### config.mk
export PLATFORM = sky130hd
export DESIGN_NAME = tsg_front
export DESIGN_NICKNAME = d
export VERILOG_FILES = /design/src/rtl/core/tsg_pkg.sv /design/src/rtl/core/tsg_front.sv
export SDC_FILE = /design/constraint.sdc
export NUM_CORES = 1
export LEC_CHECK = 0
export BUFFER_PORTS_ARGS = -buffer_cell sky130_fd_sc_hd__buf_2
export CORE_AREA = 2 2 103 105
export DETAILED_ROUTE_END_ITERATION = 16
export DIE_AREA = 0 0 105 107
export PLACE_DENSITY = 0.77
export SYNTH_ARGS = -nofsm -noshare
export SYNTH_HDL_FRONTEND = slang
export SYNTH_SLANG_ARGS = --single-unit
### constraint.sdc
create_clock -name vclk -period 8.3
set_input_delay 0 -clock vclk [all_inputs]
set_output_delay 0 -clock vclk [all_outputs]
set_load 0.05 [all_outputs]
### src/rtl/core/tsg_pkg.sv
// ----------------------------------------------------------------------------
// Tapered sine generator package
// Shared types, register map and fixed-point constants for the generator.
// ----------------------------------------------------------------------------
package tsg_pkg;

    localparam int SINE_TABLE_DEPTH = 1024;
    localparam int SINE_BITS        = 16;

    localparam int TIME_W   = 32;
    localparam int FREQ_W   = 24;
    localparam int AMP_W    = 24;
    localparam int RECIP_W  = 49;
    localparam int ENV_W    = 17;
    localparam int SAMPLE_W = 24;

    localparam int APB_ADDR_W = 6;
    localparam int APB_DATA_W = 64;

    localparam int QUEUE_DEPTH = 4;

    localparam logic [63:0] Q30_ONE     = 64'd1073741824;
    localparam logic [63:0] PI_HALF_Q30 = 64'd1686629713;
    localparam logic [ENV_W-1:0] ENV_ONE = 17'd65536;
    localparam logic [RECIP_W-1:0] RECIP_RESET = 49'h1_0000_0000_0000;

    localparam logic [63:0] TAYLOR_DIV [6] = '{64'd156, 64'd110, 64'd72,
                                               64'd42, 64'd20, 64'd6};

    typedef enum logic [2:0] {
        REG_MODE         = 3'd0,
        REG_FREQUENCY    = 3'd1,
        REG_AMPLITUDE    = 3'd2,
        REG_TAPER_LENGTH = 3'd3,
        REG_TAPER_RECIP  = 3'd4,
        REG_DURATION     = 3'd5
    } tsg_reg_t;

    typedef enum logic [1:0] {
        ENV_UNITY = 2'd0,
        ENV_ZERO  = 2'd1,
        ENV_RAMP  = 2'd2
    } tsg_env_sel_t;

    typedef struct packed {
        logic                     mode;
        logic [FREQ_W-1:0]        frequency;
        logic signed [AMP_W-1:0]  amplitude;
        logic [TIME_W-1:0]        taper_length;
        logic [RECIP_W-1:0]       taper_reciprocal;
        logic [TIME_W-1:0]        duration;
    } tsg_cfg_t;

    typedef struct packed {
        logic [TIME_W-1:0] time_value;
        logic [TIME_W-1:0] distance;
        tsg_env_sel_t      env_sel;
    } tsg_item_t;

endpackage

### src/rtl/core/tsg_front.sv
// ----------------------------------------------------------------------------
// Tapered sine generator front end
// Accepts time beats and classifies each one against the taper envelope rules.
// ----------------------------------------------------------------------------
module tsg_front (
    input  logic                              in_valid,
    output logic                              in_ready,
    input  logic [tsg_pkg::TIME_W-1:0]        time_value,
    input  tsg_pkg::tsg_cfg_t                 cfg,
    input  logic                              queue_full,
    output logic                              push,
    output tsg_pkg::tsg_item_t                item
);

    logic [tsg_pkg::TIME_W-1:0] end_distance;
    logic                       in_start_ramp;
    logic                       in_end_ramp;
    logic                       past_end;

    assign in_ready = !queue_full;
    assign push     = in_valid && !queue_full;

    assign end_distance  = cfg.duration - time_value;
    assign in_start_ramp = time_value < cfg.taper_length;
    assign in_end_ramp   = (time_value <= cfg.duration) && (end_distance < cfg.taper_length);
    assign past_end      = time_value > cfg.duration;

    always_comb
    begin
        item.time_value = time_value;
        item.distance   = time_value;
        item.env_sel    = tsg_pkg::ENV_UNITY;
        if (cfg.mode)
        begin
            if (in_start_ramp)
            begin
                item.env_sel = tsg_pkg::ENV_RAMP;
            end
            else if (in_end_ramp)
            begin
                item.distance = end_distance;
                item.env_sel  = tsg_pkg::ENV_RAMP;
            end
            else if (past_end)
            begin
                item.env_sel = tsg_pkg::ENV_ZERO;
            end
        end
    end

endmodule

=== After elaboration in Yosys (flattened, before gate mapping) ===
Cells that the tools add are included.
W data, S select, Z words.

* Muxes and demuxes: 6
* Reductions and logical operators: 3
* Add/sub/neg operators: 1
* $lt $le $gt $ge: 4

{| class="wikitable"
|+ Operators by type and width
! kind !! number
|-
| $lt A32 B32 Y1 || 2
|-
| $mux W32 || 2
|-
| $mux W34 || 1
|-
| $gt A32 B32 Y1 || 1
|-
| $le A32 B32 Y1 || 1
|-
| $sub A32 B32 Y32 || 1
|-
| $mux W2 || 2
|-
| $logic_and A1 B1 Y1 || 2
|-
| $logic_not A1 Y1 || 1
|-
| $mux W1 || 1
|}

* Input bits: 196
* Register bits: 0

=== Depth between registers and ports, before layout ===
Gate-level depths: netlist of run 1.

* Depth after elaboration: 6
* Depth in mapped cells: 22

=== Least setup slack after synthesis of run 1 ===
OpenSTA, ideal clock, no wires.

* Path type: input to output
* Start point: in cfg[0] in the netlist's numbering
* End point: out item[2] in the netlist's numbering
* Arrival: 4.393 ns
* Path slack: 3.907 ns
* Stages on the path: 17
* Cells stage by stage: inv_1 > ha_1 > fa_1 > nand2b_1 > a21oi_2 > o22ai_4 > o31ai_2 > a221o_1 > a21oi_1 > o311ai_0 > ha_1 > nand4_1 > nor2_1 > a221oi_1 > nand2_1 > a211o_4 > o31ai_1

{| class="wikitable"
|+ RTL lines
! what !! line !! source
|-
| start, declared || tsg_front.sv:9 || <nowiki>input tsg_pkg::tsg_cfg_t cfg,</nowiki>
|-
| end, declared || tsg_front.sv:12 || <nowiki>output tsg_pkg::tsg_item_t item</nowiki>
|}

==> reports/metrics.csv, run 1 <==
stage,metric,value,unit
status,status,"finished, final reports clean",
global_routing,M3 GR Usage,1.76,%
pwr,NetSw,286,uW
worst_hold_path,HP Class,in2out,
sta,RSZ-0062 raised after global routing,false,
sta,"Period Utilization, post-route",62.1,%
worst_setup_path,Critical Path Max Stage Delay,630,ps
pwr,Power Density,95.9,mW/mm2
place,placed cells,790,
global_routing,GRT Max-Usage Layer,met2,
logic_synthesis,"Avg Cell Area, Syn",7.80,um2
sta,max-slew violations,0,
logic_synthesis,top area cells in the synthesized netlist,"ha_1 29%, mux2_4 11%, inv_1 7.2%, buf_4 5.9%, a21oi_1 5.1%",
floorplan,Initial Util,40.6,%
final_layout,synthesis-to-finish area growth,16.8,%
sta,Final Hold Fails,0,
global_routing,grt ovf,0,
worst_setup_path,Setup CP Type,in2out,
logic_synthesis,register area share after synthesis,0,%
detailed_routing,DRC,0,
sta,fmax,194,MHz
global_routing,met1 usage,28.0,%
cts,hold buffer count at CTS,0,
worst_setup_path,Crit Path Max Fanout,31,
logic_synthesis,post-synthesis compound-gate area fraction,24.8,%
detailed_routing,via/cell ratio,5.22,
sta,max_slew headroom,48.6,%
floorplan,Die Ht,107,um
cts,post-CTS setup buffers,0,
global_routing,vias in the first global route,3764,
global_routing,antenna violations before repair,2,
run,Max Cap Viol,0,
worst_setup_path,"Critical Path, Cell by Cell","buf_2, ha_1, fa_1, nand2b_1, a21oi_2, o22ai_4, o31ai_2, a221o_1, a21oi_1, o311ai_0, ha_1, nand4_1, nor2_1, a221oi_1, nand2_1, a211o_4, nor2_8, mux2_2, buf_2",
place,Buffers on Ports,167,
floorplan,Die Wd,105,um
worst_setup_path,WP data arrival,5160,ps
logic_synthesis,Synth area leader,ha_1,
logic_synthesis,Post-Synth XOR/XNOR Area,5.77,%
logic_synthesis,Post-Synth Adder-Cell Area,29.2,%
pwr,Reg power frac,0,%
worst_setup_path,CP Capture Type,output pin,
detailed_routing,total wire length,11.5,mm
place,Detail Placement HPWL,10.1,mm
floorplan,Std-Cell Rows,37,
detailed_routing,wire per inst,14.6,um
sta,worst-margin pin slew,771,ps
logic_synthesis,largest family of logic cells by synthesized area,adder cells,
cts,Resized cells post-CTS,0,
final_layout,final cell count without fillers,791,
place,GPL Wtd Cong,0.907,
floorplan,io pins,264,
detailed_routing,Vias,4128,
detailed_routing,Detail Route Antenna Nets,0,
sta,Setup-failing EPs final,0,
global_routing,pin count of the biggest net entering global routing,32,
detailed_routing,router iterations before antenna repair,4,
logic_synthesis,Synthesized Nets,816,
logic_synthesis,synthesis warning total,0,
worst_setup_path,critical path data required time,8300,ps
pwr,Switching Fraction,62.4,%
pwr,Peak VDD IR,0.0538,mV
detailed_routing,initial DRC count,160,
final_layout,Register Area,0,um2
worst_setup_path,slowest CP cell,nor2_8,
final_layout,"commonest non-fill, non-tap cell in the layout",buf_2,
final_layout,Final #Nets,947,
pwr,Comb pwr share,100.0,%
global_routing,grt met2 use,31.5,%
sta,fin crit period,5160,ps
logic_synthesis,Mapped Cells,525,
final_layout,most frequent cells in the layout,"167 x buf_2, 94 x ha_1, 79 x inv_1, 42 x a21oi_1, 29 x mux2_4",
final_layout,Fillers,1044,
pwr,Cell Int Power,173,uW
floorplan,CORE AREA,0.0101,mm2
logic_synthesis,top cell type's share of synthesized area,28.7,%
logic_synthesis,Synth Area in Simple Gates,13.7,%
final_layout,FF+latch count,0,
global_routing,GRT Resource Usage Total,19.1,%
logic_synthesis,synthesized cell area,0.00410,mm2
final_layout,share of cells above drive strength 1,32.4,%
sta,TNS Setup,0,ps
floorplan,Die ar.,0.0112,mm2
final_layout,clkbuf count,0,
logic_synthesis,post-synthesis mux area share,11.4,%
global_routing,global-route wire length before repair,17.9,mm
logic_synthesis,synth unique cells,65,
pwr,Clock power frac,0,%
pwr,leakage,0.00269,uW
worst_setup_path,startpoint types,primary input,
-- metrics by stage --
stage | worst slack, ps | hold WS, ps | cell area (um2) | power [uW] | utilization, %
global placement | 3200 | 309 | 4780 | 448 | 47.4
detailed placement | 3170 | 316 | 4780 | 455 | 47.4
CTS | 3150 | 316 | 4780 | 457 | 47.4
global route | 2850 | 330 | 4780 | 503 | 47.4
floorplan | 3910 | 167 | 4100 | 357 | -
finish | 3140 | 313 | 4780 | 459 | 47.4
-- power by group through the flow --
stage                     combinational [uW]  sequential (uW)  clock (uW)
after floorplan                          357                0           0
after global placement                   448                0           0
final                                    459                0   0.0000161
after CTS                                457                0           0
after detailed placement                 455                0           0
after global routing                     503                0           0
-- worst max-delay path: cells and delay by family --
| kind | cells | cell delay (ps) |
|---|---|---|
| adders and majority gates | 3 | 1000 |
| AOI/OAI and AO/OA | 8 | 2280 |
| buffers and inverters | 2 | 330 |
| and+or+nand+nor | 5 | 1120 |
| muxes | 1 | 400 |
-- cell usage after synthesis (3+ instances only) --
master and count:
o21ai_0 26, ha_1 94, a21oi_1 42, o31ai_1 5
buf_12 3, nor2_1 24, a21o_1 22, o21bai_1 7
nor3_1 5, nor4_1 6, a31oi_1 5, a21boi_0 4
xnor2_1 18, nand3_1 11, nand4_1 15, nand2b_1 4
o21a_1 4, xor2_1 9, nand2_1 25, buf_4 32
mux2_4 29, inv_1 79, a211oi_1 5, nor3b_1 3
-- logic make-up after synthesis --
group | after synthesis
AO/OA/AOI/OAI | 148
buffers and inverters | 117
AND/OR/NAND/NOR | 106
adder cells (fa/ha/maj) | 95
multiplexers | 32
XOR/XNOR | 27
-- routing by layer --
metal  vias up  share of wire [%]
li1       2141                  -
met1      1816                 50
met2       159                 42
met3        10                6.8
met4         2               0.77
met5         -              0.095
-- layout make-up --
cell class	count	area, um2	area share [%]
Tap cell	136	170	3.56
Timing Repair Buffer	167	836	17.5
Inverter	79	297	6.20
Multi-Input combinational cell	408	3480	72.7
Antenna cell	1	2.50	0.0523
-- path summary, 6_finish.rpt --
path                     startpoint        to  depth (start not counted)
worst max-delay path  time_value[0]  item[33]                         19
worst min-delay path     queue_full  in_ready                          3
(Power assumes the default switching activity.)
==> run 2: changes to the inputs <==
Settings changed: CORE_AREA 2 2 103 105 to 2 2 102 104, DIE_AREA 0 0 105 107 to 0 0 104 106, PLACE_DENSITY 0.77 to 0.79.
Clock period 8.3 ns to 4.85 ns, I/O delays scaled along.
==> run 2 against run 1 <==
Compared with the run above: utilization is 2.0 points higher; global-route usage is 0.74 points higher; cell area is 3.3% higher; combinational power is 77% higher; critical endpoint unchanged; highest routed layer unchanged.
==> reports/metrics.csv, run 2 (same netlist as run 1, synthesis figures left out) <==
stage,metric,value,unit
final_layout,clkbuf count,0,
worst_setup_path,Setup CP Type,in2out,
sta,worst-margin pin slew,459,ps
global_routing,vias in the first global route,3994,
detailed_routing,initial DRC count,179,
global_routing,grt ovf,0,
sta,TNS Setup,0,ps
global_routing,antenna violations before repair,2,
floorplan,Die ar.,0.0110,mm2
place,Detail Placement HPWL,10.3,mm
final_layout,final cell count without fillers,803,
floorplan,Die Ht,106,um
worst_hold_path,Hold Path Depth,3,
detailed_routing,router iterations before antenna repair,4,
global_routing,pin count of the biggest net entering global routing,22,
worst_hold_path,Worst Hold End,in_ready,
worst_setup_path,WP data arrival,4740,ps
sta,max-slew violations,0,
detailed_routing,Detail Route Antenna Nets,0,
worst_setup_path,CP Capture Type,output pin,
detailed_routing,DRC,0,
sta,Final Hold Fails,0,
sta,"Period Utilization, post-route",97.6,%
sta,fin crit period,4740,ps
sta,fin worst setup slack,115,ps
detailed_routing,wire per inst,14.7,um
worst_setup_path,critical path data required time,4850,ps
worst_hold_path,HP Class,in2out,
detailed_routing,via/cell ratio,5.20,
place,"worst slack, placed",65.3,ps
floorplan,Initial Util,41.0,%
pwr,leakage,0.00277,uW
floorplan,Die Wd,104,um
final_layout,most frequent cells in the layout,"167 x buf_2, 94 x ha_1, 79 x inv_1, 41 x a21oi_1, 29 x mux2_4",
floorplan,Std-Cell Rows,37,
place,GPL Wtd Cong,0.891,
pwr,Power Density,165,mW/mm2
worst_hold_path,hold path start,queue_full,
worst_setup_path,crit path from,time_value[3],
run,Max Cap Viol,0,
floorplan,io pins,264,
place,Buffers on Ports,167,
detailed_routing,Vias,4178,
sta,fmax,211,MHz
global_routing,global-route wire length before repair,18.5,mm
worst_setup_path,Crit Path Max Fanout,11,
place,placed cells,799,
sta,Setup-failing EPs final,0,
final_layout,share of cells above drive strength 1,34.2,%
cts,hold buffer count at CTS,0,
global_routing,GRT Resource Usage Total,19.9,%
final_layout,Final #Nets,959,
detailed_routing,total wire length,11.8,mm
status,status,"finished, final reports clean",
final_layout,"commonest non-fill, non-tap cell in the layout",buf_2,
floorplan,CORE AREA,0.0100,mm2
sta,max_slew headroom,69.1,%
pwr,Peak VDD IR,0.100,mV
final_layout,FF+latch count,0,
worst_setup_path,startpoint types,primary input,
final_layout,Fillers,1026,
final_layout,Register Area,0,um2
final_layout,synthesis-to-finish area growth,20.7,%
[run 2: routing by layer]
layer  GRT usage [%]  wire [um]  vias up
li1                -          -     2162
met1            28.3       5710     1828
met2            33.5       5130      172
met3            2.15        852       14
met4            1.54        128        2
met5               0          7        -
[run 2: timing repair]
action / in CTS / in global routing
gates resized for setup: 0 / 8
setup buffers: 0 / 2
setup endpoints to repair: 0 / 31
[run 2: critical path: stages]
cell       delay (ps)
buf_2             120
inv_1              50
ha_1              370
nand3_1           120
o21bai_1          210
a211oi_2          340
o2111ai_1         240
nand3_1           210
a31oi_2           170
o31ai_1           350
xor2_1            320
ha_1              310
o21ai_0            80
nor2_1             60
nor3_1            140
nor2_1             60
o211ai_1          170
nand2_1           130
a211o_4           380
nor2_8            170
buf_12            180
mux2_2            340
buf_2             210
[run 2: area by class of cell]
type | instances | area (um2) | share of cell area, %
Antenna cell | 1 | 2.50 | 0.0506
Tap cell | 136 | 170 | 3.44
Inverter | 79 | 297 | 6.00
Timing Repair Buffer | 179 | 968 | 19.6
Multi-Input combinational cell | 408 | 3510 | 70.9
[run 2: worst max-delay path by stage]
stage / endpoint / cells past startpoint / slack, ps
CTS: item[33] / 23 / 50
floorplan: item[2] / 17 / 460
global route: item[33] / 23 / -60
global placement: item[33] / 23 / 140
detailed placement: item[33] / 23 / 70
finish: item[33] / 23 / 110
[run 2: per-stage QoR]
step	hold slack (ps)	cell area (um2)	utilization, %	power (uW)
detailed placement	313	4870	48.7	791
finish	311	4940	49.4	813
floorplan	167	4100	-	611
CTS	313	4870	48.7	795
global placement	308	4870	48.7	778
global route	333	4940	49.4	891
[run 2: report_power, final]
part           switching (uW)    leakage, uW  internal, uW
Clock                       0  0.00000000634     0.0000276
Combinational             499        0.00277           314
Sequential                  0              0             0
Total                     499        0.00277           314
