$ cat config.mk
export PLATFORM = sky130hd
export DESIGN_NAME = tsg_regs
export DESIGN_NICKNAME = d
export VERILOG_FILES = /design/src/rtl/core/tsg_pkg.sv /design/src/rtl/core/tsg_regs.sv
export SDC_FILE = /design/constraint.sdc
export NUM_CORES = 1
export LEC_CHECK = 0
export BUFFER_PORTS_ARGS = -buffer_cell sky130_fd_sc_hd__buf_2
export CAP_MARGIN = 10
export CORE_ASPECT_RATIO = 1.25
export CORE_MARGIN = 10
export CORE_UTILIZATION = 52
export CTS_CLUSTER_DIAMETER = 50
export DETAILED_ROUTE_END_ITERATION = 6
export PLACE_DENSITY_LB_ADDON = 0.1
export SETUP_SLACK_MARGIN = 0.15
export SLEW_MARGIN = 15
export SYNTH_ARGS = -nofsm -noshare
export SYNTH_HDL_FRONTEND = slang
export SYNTH_SLANG_ARGS = --single-unit
$ cat constraint.sdc
create_clock -name clk -period 2.85 [get_ports clk]
set_input_delay 0.57 -clock clk [delete_from_list [all_inputs] [get_ports clk]]
set_output_delay 0.57 -clock clk [all_outputs]
set_load 0.1 [all_outputs]
$ cat src/rtl/core/tsg_pkg.sv
// ----------------------------------------------------------------------------
// Tapered sine generator package
// Shared types, register map and fixed-point constants for the generator.
// ----------------------------------------------------------------------------
package tsg_pkg;

    localparam int SINE_TABLE_DEPTH = 1024;
    localparam int SINE_BITS        = 16;

    localparam int TIME_W   = 32;
    localparam int FREQ_W   = 24;
    localparam int AMP_W    = 24;
    localparam int RECIP_W  = 49;
    localparam int ENV_W    = 17;
    localparam int SAMPLE_W = 24;

    localparam int APB_ADDR_W = 6;
    localparam int APB_DATA_W = 64;

    localparam int QUEUE_DEPTH = 4;

    localparam logic [63:0] Q30_ONE     = 64'd1073741824;
    localparam logic [63:0] PI_HALF_Q30 = 64'd1686629713;
    localparam logic [ENV_W-1:0] ENV_ONE = 17'd65536;
    localparam logic [RECIP_W-1:0] RECIP_RESET = 49'h1_0000_0000_0000;

    localparam logic [63:0] TAYLOR_DIV [6] = '{64'd156, 64'd110, 64'd72,
                                               64'd42, 64'd20, 64'd6};

    typedef enum logic [2:0] {
        REG_MODE         = 3'd0,
        REG_FREQUENCY    = 3'd1,
        REG_AMPLITUDE    = 3'd2,
        REG_TAPER_LENGTH = 3'd3,
        REG_TAPER_RECIP  = 3'd4,
        REG_DURATION     = 3'd5
    } tsg_reg_t;

    typedef enum logic [1:0] {
        ENV_UNITY = 2'd0,
        ENV_ZERO  = 2'd1,
        ENV_RAMP  = 2'd2
    } tsg_env_sel_t;

    typedef struct packed {
        logic                     mode;
        logic [FREQ_W-1:0]        frequency;
        logic signed [AMP_W-1:0]  amplitude;
        logic [TIME_W-1:0]        taper_length;
        logic [RECIP_W-1:0]       taper_reciprocal;
        logic [TIME_W-1:0]        duration;
    } tsg_cfg_t;

    typedef struct packed {
        logic [TIME_W-1:0] time_value;
        logic [TIME_W-1:0] distance;
        tsg_env_sel_t      env_sel;
    } tsg_item_t;

endpackage

$ cat src/rtl/core/tsg_regs.sv
// ----------------------------------------------------------------------------
// Tapered sine generator configuration registers
// APB-style register file holding mode, frequency, amplitude, duration and taper setup.
// ----------------------------------------------------------------------------
module tsg_regs (
    input  logic                               clk,
    input  logic                               rst_n,
    input  logic                               psel,
    input  logic                               penable,
    input  logic                               pwrite,
    input  logic [tsg_pkg::APB_ADDR_W-1:0]     paddr,
    input  logic [tsg_pkg::APB_DATA_W-1:0]     pwdata,
    output logic [tsg_pkg::APB_DATA_W-1:0]     prdata,
    output logic                               pready,
    output tsg_pkg::tsg_cfg_t                  cfg
);

    tsg_pkg::tsg_cfg_t cfg_reg;
    tsg_pkg::tsg_cfg_t cfg_next;
    logic [2:0]        reg_index;
    logic              write_en;

    assign pready    = 1'b1;
    assign reg_index = paddr[5:3];
    assign write_en  = psel && penable && pwrite;
    assign cfg       = cfg_reg;

    always_comb
    begin
        cfg_next = cfg_reg;
        if (write_en)
        begin
            case (reg_index)
                tsg_pkg::REG_MODE:         cfg_next.mode = pwdata[0];
                tsg_pkg::REG_FREQUENCY:    cfg_next.frequency = pwdata[23:0];
                tsg_pkg::REG_AMPLITUDE:    cfg_next.amplitude = pwdata[23:0];
                tsg_pkg::REG_TAPER_LENGTH: cfg_next.taper_length = pwdata[31:0];
                tsg_pkg::REG_TAPER_RECIP:  cfg_next.taper_reciprocal = pwdata[48:0];
                tsg_pkg::REG_DURATION:     cfg_next.duration = pwdata[31:0];
                default:                   cfg_next = cfg_reg;
            endcase
        end
    end

    always_comb
    begin
        case (reg_index)
            tsg_pkg::REG_MODE:         prdata = 64'(cfg_reg.mode);
            tsg_pkg::REG_FREQUENCY:    prdata = 64'(cfg_reg.frequency);
            tsg_pkg::REG_AMPLITUDE:    prdata = 64'(unsigned'(cfg_reg.amplitude));
            tsg_pkg::REG_TAPER_LENGTH: prdata = 64'(cfg_reg.taper_length);
            tsg_pkg::REG_TAPER_RECIP:  prdata = 64'(cfg_reg.taper_reciprocal);
            tsg_pkg::REG_DURATION:     prdata = 64'(cfg_reg.duration);
            default:                   prdata = '0;
        endcase
    end

    always_ff @(posedge clk or negedge rst_n)
    begin
        if (!rst_n)
        begin
            cfg_reg.mode             <= 1'b0;
            cfg_reg.frequency        <= '0;
            cfg_reg.amplitude        <= '0;
            cfg_reg.taper_length     <= 32'd1;
            cfg_reg.taper_reciprocal <= tsg_pkg::RECIP_RESET;
            cfg_reg.duration         <= '0;
        end
        else
        begin
            cfg_reg <= cfg_next;
        end
    end

endmodule

## Word-level counts from Yosys, hierarchy flattened

Index checks and enable logic that the tools add are counted.

| word-level totals | value |
|---|---|
| output and inout bits | 227 |
| word-level logic and storage cells | 21 |
| flip-flop bits (word level) | 162 |
| bits of input ports | 75 |

| operators by class | value |
|---|---|
| eq/ne operators | 5 |
| mux-type cells | 1 |
| reduce and logical (&&, ||, !) cells | 9 |

Operators with widths:

| kind | number |
|---|---|
| 49-bit one-hot mux with 6 select lines | 1 |
| 2-bit AND reduction | 6 |
| 3-bit by 2-bit == test with 1-bit output, second input constant | 2 |
| 3-bit == test, second input constant | 2 |
| 3-bit by 1-bit == test with 1-bit output, second input constant | 1 |
| 3-bit logical NOT | 1 |
| 1-bit logical AND | 2 |

## Depth between registers and ports, before layout

Gate-level depths: netlist of the first run.

| depth | value |
|---|---|
| depth in word-level cells | 3 |
| depth in mapped cells | 6 |
| gate-level depth less buffers | 3 |

## Least setup slack after synthesis of the first run

Ideal clock, no wire load.

| timing path | value |
|---|---|
| path type | input -> output |
| start | in paddr[3] (netlist name) |
| end | out prdata[24] (netlist name) |
| required time | 2.280 ns |
| stages on the path | 4 |
| setup slack | -0.969 ns |
| arrival | 3.249 ns |
| buffers on the path | 2 |
| cell sequence | buf_4 > buf_2 > mux2i_1 > o21ai_0 |

| on the way | value |
|---|---|
| cells in the longest elaborated chain, start to end | 2 |
| elaborated cells on any way between the ends | 7 |
| those cells by class | eq/ne: 5; mux: 1; reduce/logical: 1 |

RTL lines:

| element | RTL line | RTL |
|---|---|---|
| start, declared | tsg_regs.sv:11 | `input logic [tsg_pkg::APB_ADDR_W-1:0] paddr,` |
| 3-bit == test (tied with other cells) | tsg_regs.sv:47 | `case (reg_index)` |
| 49-bit one-hot mux with 6 select lines (*) | tsg_regs.sv:47 |  |
| end, declared | tsg_regs.sv:13 | `output logic [tsg_pkg::APB_DATA_W-1:0] prdata,` |

Every way passes the cells marked *; elsewhere a longest branch is shown, timed or not.

## Final worst setup path of the first run

| timing path | value |
|---|---|
| start | in paddr[3] (netlist name) |
| end | out prdata[23] (netlist name) |

The elaborated chain is that of the path after synthesis.

==> impl_metrics.csv, run 1 <==
group,metric,value,unit
run_status,status,"complete, no violations",
power_and_ir_drop,seq_power_share,28.2,%
synthesis,synth_cell_types,27,
layout,layout.cells.non_filler,970,
synthesis,synth_area_leaders,"dfrtp_1, mux2_2, mux2i_1",
synthesis,ys_seq_area_share,55.6,%
timing,grt_setup_unrepaired,"false",
cts,postCtsHoldBufs,0,
global_route,track_usage,22.8,%
cts,htreeDepth,4,
synthesis,synth_top_area_share,54.9,%
power_and_ir_drop,irDropWorstVdd,690,uV
route,drc,0,
timing,whs,0.115,ns
global_route,grt_max_degree,72,
layout,largest_reg_flops,162,
timing,setup_viol,0,
cts,post_cts_buffers,0,
worst_setup_path,end_kind,"output pin",
synthesis,yosys_warnings,0,
place,port_buffers,267,
layout,syn2layout_area_growth,40.2,%
synthesis,synth_area,0.00729,mm^2
power_and_ir_drop,pwr_density_cell,1080,mW/mm^2
timing,worst_slack,0.324,ns
floorplan,io_pins,302,
place,post-dp-hpwl,16.6,mm
synthesis,ys_top_cells_by_count,"dfrtp_1, mux2_2, mux2i_1, buf_4",
route,vias_per_cell,5.55,
worst_setup_path,cp-start-kind,"input pin",
power_and_ir_drop,pwr-share-clk,19.7,%
route,wl_per_cell,23.2,um
worst_setup_path,cp.arrival,1.96,ns
cts,clock_latency,0.41,ns
layout,fill_cells,902,
flow_run,cap_viol_max_count,0,
floorplan,dieWidth,126,um
timing,fin_crit_sh,88.6,%
floorplan,dieHeight,152,um
synthesis,ys.flop_type,"dfrtp_1",
power_and_ir_drop,p_sw,5.97,mW
global_route,grt_pass1_vias,5958,
power_and_ir_drop,p_leak,5.06,nW
worst_setup_path,cp.required,2.28,ns
route,vias,5386,
timing,max_slew.worst_pin.slew,0.575,ns
timing,skew,0,ns
place,pre_cts_ws,0.298,ns
floorplan,core,0.0138,mm^2
layout,drive_above_1_share,64.3,%
global_route,grt_antenna_before_repair,3,
layout,final_util,74.3,%
route,first_pass_iters,7,
synthesis,ys_async_sr_fraction,100,%
floorplan,start_util,53.0,%
place,gp_congestion,0.880,
synthesis,synth_edf_count,0,
power_and_ir_drop,comb_power_share,52.0,%
route,antenna_left,0,
min_path,hp-class,"input pin to asynchronous set/reset pin",
timing,fmax,0.396,GHz
synthesis,syn_inst,506,
power_and_ir_drop,internal-power,5.03,mW
cts,cts_buffer_depth,2,
cts,cts.clk_slew.worst_paths,0.06,ns
synthesis,ys_ff_latch,162,
synthesis,syn_avg_cell_area,14.4,um^2
floorplan,rows,48,
cts,cts_resized,0,
global_route,overflow,0,
global_route,grt_pass1_wl,34.7,mm
place,postPlaceCellArea,0.00966,mm^2
route,drtIter0Drc,284,
synthesis,synth.most_common_cell,"dfrtp_1",
timing,finalCriticalPeriod,2.53,ns
worst_setup_path,critPathKind,"input pin to output pin",
place,placed_cells,936,
cts,clock_sinks,162,
synthesis,synth_area_leader_cell,"dfrtp_1",
layout,nNetsFinal,855,
timing,max_slew_margin,61.7,%
floorplan,die_area,0.0192,mm^2
cts,cts-buffers-inserted,17,
cts,cts-root-buf,"clkbuf_16",
layout,design_area,0.0102,mm^2
route,wl,22.5,mm
power_and_ir_drop,power_switching_share,54.3,%
worst_setup_path,cp_max_fo,15,
timing,hold_viol_final,0,
cts,cts_tree,"done",
timing,slew_violations,0,
per-stage QoR:
| step | TNS [ns] | power [mW] |
|---|---|---|
| 6_report | 0 | 11.0 |
| 5_1_grt | 0 | 11.3 |
| 4_1_cts | 0 | 11.1 |
| 3_5_place_dp | 0 | 8.89 |
| 3_3_place_gp | 0 | 8.81 |
| 2_1_floorplan | -2.05 | 7.66 |
worst paths after layout:
check | startpoint | end | slack (ns) | cells past startpoint
worst max-delay path | paddr[3] | prdata[23] | 0.32 | 6
worst min-delay path | rst_n | cfg[108] | 0.12 | 1
worst max register to register | cfg[73] | cfg[73] | 2.03 | 1
worst min register to register | cfg[74] | cfg[74] | 0.50 | 1
max in group asynchronous | rst_n | cfg[80] | 1.85 | 2
min in group clk | pwdata[43] | cfg[75] | 0.36 | 2
final cells by class:
type / instances / area [um^2] / share of cell area (%)
Tap cell: 175 / 219 / 2.14
Timing Repair Buffer: 290 / 2330 / 22.8
Clock inverter: 13 / 129 / 1.26
Multi-Input combinational cell: 309 / 3050 / 29.9
Antenna cell: 2 / 5.00 / 0.0490
Sequential cell: 162 / 4060 / 39.7
Clock buffer: 19 / 433 / 4.24
power groups by stage:
| stage | Clock, mW | Sequential, mW | Combinational [mW] |
|---|---|---|---|
| floorplan | 0 | 6.39 | 1.27 |
| global placement | 0 | 3.10 | 5.71 |
| detailed placement | 0 | 3.14 | 5.75 |
| CTS | 2.21 | 3.10 | 5.76 |
| global route | 2.31 | 3.17 | 5.87 |
| finish | 2.17 | 3.11 | 5.72 |
cell families (layout without fill, tap and decap cells):
| logic type | Yosys count | in the layout | share of synthesized area [%] |
|---|---|---|---|
| AOI/OAI and AO/OA | 56 | 56 | 6.69 |
| and+or+nand+nor | 42 | 42 | 3.74 |
| DFF | 162 | 162 | 55.6 |
| muxes | 195 | 195 | 29.5 |
| buffers and inverters | 49 | 322 | 4.29 |
| other | 2 | 18 | 0.103 |
cell usage in the layout, fill, tap and decap left out, drive strengths merged, types with 2 or more instances in the layout:
master,n
o2bb2ai,23
buf,290
and2,17
dfrtp,160
o21ai,8
clkbuf,19
dfstp,2
nor3,2
inv,3
mux2i,33
nor3b,2
conb,16
a221o,23
nand2b,2
nor2,5
clkinvlp,5
mux2,162
nand2,10
clkinv,4
diode,2
critical path: stages:
cell and delay, ns:
buf_2 0.18, buf_4 0.33, mux2i_1 0.24, o2bb2ai_1 0.10, a221o_2 0.35, buf_12 0.18
routing by layer:
metal | GRT usage [%] | vias up | part of all wire (%)
met4 | 7.28 | 2 | 1.6
met3 | 8.46 | 30 | 8.8
li1 | - | 2388 | -
met2 | 39.1 | 244 | 51
met1 | 25.7 | 2722 | 39
met5 | 0 | - | 0.058
(Power assumes the default switching activity.)
==> run 2, diff against run 1 <==
- CORE_UTILIZATION: 52 -> 48
- CTS_CLUSTER_SIZE: default -> 20
- clock period: 2.85 -> 2.4 ns (I/O delays scaled with it)
==> run 2 against run 1 <==
  * Setup slack worse by 0.16 ns
  * Combinational power increased by 21%
  * Clock skew stayed put
  * Critical endpoint is now prdata[12]
  * Hold slack gained 0.16 ns
  * Cell count increased by 1.9%
  * First-iteration DRC count shrank 20%
  * Die area increased by 7.1%
  * Register-to-register slack worse by 0.46 ns
  * Cell area up 6.4%
  * Via count up 1.1%
  * Sequential power rose by 20%
  * Largest cell class unchanged
  * Critical path depth did not move
==> impl_metrics.csv, run 2 (synthesis gave the netlist of run 1 again) <==
group,metric,value,unit
timing,worst_slack,0.165,ns
global_route,grt_pass1_vias,5945,
layout,drive_above_1_share,67.5,%
place,port_buffers,267,
cts,clock_latency,0.41,ns
cts,cts_buffer_depth,2,
layout,fill_cells,1061,
worst_setup_path,cp.required,1.92,ns
layout,largest_reg_flops,162,
global_route,overflow,0,
global_route,grt_max_degree,82,
place,post-dp-hpwl,17.1,mm
worst_setup_path,cp-start-kind,"input pin",
place,gp_congestion,0.800,
power_and_ir_drop,pwr_density_cell,1250,mW/mm^2
timing,fmax,0.447,GHz
route,antenna_left,0,
layout,nNetsFinal,869,
route,wl,23.7,mm
route,wl_per_cell,24.0,um
worst_setup_path,end_kind,"output pin",
cts,htreeDepth,4,
floorplan,start_util,48.8,%
run_status,status,"complete, no violations",
floorplan,dieHeight,158,um
route,first_pass_iters,4,
layout,multiInputGateArea,0.00335,mm^2
cts,clock_sinks,162,
timing,skew,0,ns
power_and_ir_drop,irDropWorstVdd,754,uV
global_route,grt_pass1_wl,35.3,mm
layout,antenna_cells,0,
timing,finalCriticalPeriod,2.24,ns
cts,cts.clk_slew.worst_paths,0.06,ns
layout,mostFrequentLayoutCells,"buf_2, dfrtp_1, mux2_2",
floorplan,dieWidth,130,um
route,drtIter0Drc,228,
timing,fin_crit_sh,93.1,%
global_route,track_usage,22.5,%
timing,slew_violations,0,
cts,cts_tree,"done",
floorplan,core,0.0150,mm^2
place,pre_cts_ws,-0.144,ns
route,vias,5446,
timing,setup_viol,0,
timing,max_slew_margin,65.0,%
floorplan,die_area,0.0206,mm^2
route,vias_per_cell,5.51,
route,drc,0,
flow_run,cap_viol_max_count,0,
layout,syn2layout_area_growth,49.1,%
worst_setup_path,cp.arrival,1.76,ns
worst_setup_path,cp_max_fo,6,
worst_setup_path,critPathKind,"input pin to output pin",
floorplan,rows,50,
layout,design_area,0.0109,mm^2
timing,hold_viol_final,0,
floorplan,io_pins,302,
cts,cts-buffers-inserted,17,
global_route,grt_antenna_before_repair,0,
min_path,hp-class,"input pin to flop",
cts,cts-root-buf,"clkbuf_16",
power_and_ir_drop,p_leak,5.35,nW
place,postPlaceCellArea,0.00998,mm^2
layout,final_common_cell,"buf_2",
layout,seq_area,0.00406,mm^2
timing,grt_setup_unrepaired,"true",
timing,max_slew.worst_pin.slew,0.529,ns
run 2: cell count changes in the layout (fill, tap and decap cells not counted), moves of 4 or more:
| cell | delta |
|---|---|
| a221o_4 | +21 |
| bufinv_16 | +4 |
| dfrtp_1 | -5 |
| buf_6 | +7 |
| dfrtp_2 | +5 |
| a221o_2 | -18 |
| clkinvlp_4 | -4 |
| buf_12 | +5 |
| and2_4 | +10 |
| and2_1 | -7 |
| o21ai_1 | -8 |
| o21ai_2 | +8 |
run 2: final timing paths:
path,depth (start not counted),start,slack (ns),endpoint
worst max-delay path,6,paddr[3],0.16,prdata[12]
worst max register to register,1,cfg[26],1.57,cfg[26]
max in group asynchronous,3,rst_n,1.13,cfg[81]
min in group asynchronous,2,rst_n,0.50,cfg[24]
worst min register to register,1,cfg[78],0.51,cfg[78]
worst min-delay path,2,pwdata[44],0.28,cfg[76]
run 2: routing by layer:
| layer | vias to the layer above | GRT usage (%) | wire length (um) |
|---|---|---|---|
| li1 | 2414 | - | - |
| met1 | 2777 | 25.2 | 8620 |
| met2 | 227 | 38.7 | 12200 |
| met3 | 28 | 8.73 | 2400 |
| met4 | 0 | 6.71 | 456 |
| met5 | - | 0 | 0 |
run 2: worst max-delay path, cell delays in order:
cell       delay [ns]
buf_8            0.11
buf_6            0.12
and3b_4          0.24
clkbuf_16        0.19
a221o_4          0.44
buf_12           0.17
run 2: where the power goes:
part           internal [mW]  switching [mW]  leakage, nW
logic                   1.35            5.57         2.99
registers               3.28           0.456         2.06
clock network           1.87            1.07        0.304
total                   6.50            7.09         5.35
run 2: cell type report:
type                            count  area share [%]
Clock buffer                       22            4.18
Clock inverter                      9            1.66
Multi-Input combinational cell    310            30.8
Sequential cell                   162            37.4
Tap cell                          182            2.09
Timing Repair Buffer              303            23.9
run 2: metrics by stage:
stage                     power (mW)  TNS, ns  hold WS, ns  util [%]  instances
after floorplan                 9.21   -0.394        0.184         -        520
after global placement          10.6    -1.30        0.373      66.8        945
after detailed placement        10.7    -2.71        0.374      66.8        945
after CTS                       13.7        0        0.269      71.7        982
after global routing            14.0        0        0.265      72.7        988
final                           13.6        0        0.279      72.7        988
run 2: what timing repair did:
item	in CTS	in global routing
resized for setup	3	14
setup buffers	4	2
hold endpoints to repair	27	0
cloned	1	4
setup endpoints to repair	23	40
pin swaps	2	16
hold buffers	1	0
==> run 3, diff against run 2 <==
- CORE_MARGIN: 10 -> 1.5
- CORE_UTILIZATION: 48 -> 52
- clock period: 2.4 -> 2.63 ns (I/O delays scaled with it)
==> run 3 against run 2 <==
  * Core utilization grew 0.36 points
  * Via count down 1.2%
  * First-iteration DRC count is 9.2% higher
  * Cell area decreased by 7.6%
  * Non-clock buffer count down 10
  * Register-to-register slack better by 0.25 ns
  * Cell count is 1.7% lower
  * Sequential share of layout area rose by 3.0 points
  * Total power decreased by 13%
  * Count of clock-buffer cells in the layout fell by 3
==> impl_metrics.csv, run 3 (synthesis gave the netlist of run 1 again) <==
group,metric,value,unit
timing,hold_viol_final,0,
timing,finalCriticalPeriod,2.37,ns
route,drtIter0Drc,249,
worst_setup_path,r2r_cells,1,
worst_setup_path,critPathKind,"input pin to output pin",
worst_setup_path,r2r_setup_slack,1.82,ns
floorplan,io_pins,302,
floorplan,rows,48,
layout,antenna_cells,0,
power_and_ir_drop,pwr_density_cell,1170,mW/mm^2
layout,syn2layout_area_growth,37.8,%
timing,worst_slack,0.258,ns
place,pre_cts_ws,0.193,ns
global_route,overflow,0,
cts,cts-buffers-inserted,17,
global_route,grt_pass1_vias,5539,
timing,setup_viol,0,
cts,cts_resized,0,
worst_setup_path,crit_path_start,"paddr[3]",
timing,fmax,0.422,GHz
cts,cts_tree,"done",
run_status,status,"complete, no violations",
route,first_pass_iters,4,
layout,multiInputGateArea,0.00310,mm^2
worst_setup_path,end_kind,"output pin",
global_route,track_usage,27.2,%
global_route,grt_max_degree,73,
route,vias,5378,
worst_setup_path,r2r-end,"cfg[118]",
global_route,grt_antenna_before_repair,0,
cts,postCtsHoldBufs,0,
worst_setup_path,crit_path_end,"prdata[16]",
power_and_ir_drop,comb_power_share,52.2,%
power_and_ir_drop,seq_power_share,28.6,%
route,drc,0,
timing,slew_violations,0,
timing,max_slew_margin,55.3,%
flow_run,cap_viol_max_count,0,
layout,mostFrequentLayoutCells,"buf_2, dfrtp_1, mux2_2",
worst_setup_path,cp-start-kind,"input pin",
layout,largest_reg_flops,162,
route,wl_per_cell,20.4,um
cts,clock_sinks,162,
worst_setup_path,worst_path_most_repeated_cell,"buf_12",
route,vias_per_cell,5.54,
cts,cts-root-buf,"clkbuf_16",
worst_setup_path,cp.required,2.10,ns
layout,nNetsFinal,858,
place,placed_cells,939,
cts,cts.clk_slew.worst_paths,0.06,ns
timing,skew,0,ns
cts,post_cts_buffers,0,
layout,fill_cells,969,
floorplan,die_area,0.0147,mm^2
power_and_ir_drop,pwr-share-clk,19.3,%
global_route,grt_pass1_wl,30.2,mm
layout,layout.cells.non_filler,971,
place,gp_congestion,0.807,
cts,cts_buffer_depth,2,
layout,drive_above_1_share,66.0,%
floorplan,dieWidth,109,um
cts,clock_latency,0.41,ns
power_and_ir_drop,p_leak,5.06,nW
layout,seq_area,0.00406,mm^2
timing,grt_setup_unrepaired,"false",
worst_setup_path,reg2reg_from,"cfg[118]",
worst_setup_path,cpPeakStageDelay,0.33,ns
place,post-dp-hpwl,14.0,mm
worst_setup_path,crit_slowest_cell,"a221o_2",
floorplan,dieHeight,135,um
route,antenna_left,0,
power_and_ir_drop,internal-power,5.37,mW
floorplan,start_util,53.0,%
power_and_ir_drop,irDropWorstVdd,714,uV
cts,htreeDepth,4,
place,port_buffers,267,
worst_setup_path,cp_max_fo,16,
worst_setup_path,worstPathCellList,"clkbuf_4 > buf_12 > mux2i_1 > o2bb2ai_1 > a221o_2 > buf_12",
floorplan,core,0.0138,mm^2
layout,final_util,73.1,%
min_path,hp-class,"input pin to asynchronous set/reset pin",
power_and_ir_drop,power_switching_share,54.4,%
timing,fin_crit_sh,90.2,%
route,wl,19.8,mm
timing,max_slew.worst_pin.slew,0.671,ns
power_and_ir_drop,p_sw,6.41,mW
layout,final_common_cell,"buf_2",
worst_setup_path,cp.arrival,1.85,ns
## run 3: worst min-delay path by stage
stage             from  endpoint  slack [ns]  cells past startpoint
6_report         rst_n   cfg[56]        0.13                      1
5_1_grt          rst_n   cfg[24]        0.17                      1
4_1_cts          rst_n  cfg[107]        0.14                      1
3_5_place_dp   cfg[78]   cfg[78]        0.48                      1
3_3_place_gp   cfg[74]   cfg[74]        0.48                      1
2_1_floorplan    rst_n    cfg[0]        0.23                      0
## run 3: power by group through the flow
stage	registers [mW]	logic [mW]	clock network, mW
finish	3.36	6.14	2.27
detailed placement	3.40	6.16	0
global route	3.43	6.29	2.41
floorplan	6.92	1.39	0
CTS	3.36	6.17	2.32
global placement	3.36	6.12	0
## run 3: stage by stage
step | hold slack (ns) | TNS, ns | cell area [um^2] | power [mW]
6_report | 0.126 | 0 | 10100 | 11.8
5_1_grt | 0.174 | 0 | 10100 | 12.1
4_1_cts | 0.136 | 0 | 10000 | 11.8
3_5_place_dp | 0.484 | 0 | 9500 | 9.56
3_3_place_gp | 0.480 | 0 | 9500 | 9.48
2_1_floorplan | 0.230 | -0.0944 | 7440 | 8.31
## run 3: routing by layer
layer	track usage [%]	vias to the layer above	share of wire [%]
li1	-	2387	-
met5	0	-	0
met3	7.89	25	7.2
met2	46.5	210	52
met1	32.8	2756	39
met4	8.77	0	1.6
## run 3: worst max-delay path, delay by kind of cell
kind | cells | cell delay (ns)
buffers and inverters | 3 | 0.63
muxes | 1 | 0.24
AOI/OAI and AO/OA | 2 | 0.43
## run 3: final cells by class
type | count | share of cell area [%]
Sequential cell | 162 | 40.4
Multi-Input combinational cell | 309 | 30.9
Timing Repair Buffer | 293 | 21.1
Clock buffer | 19 | 4.41
Tap cell | 175 | 2.18
Clock inverter | 13 | 1.06
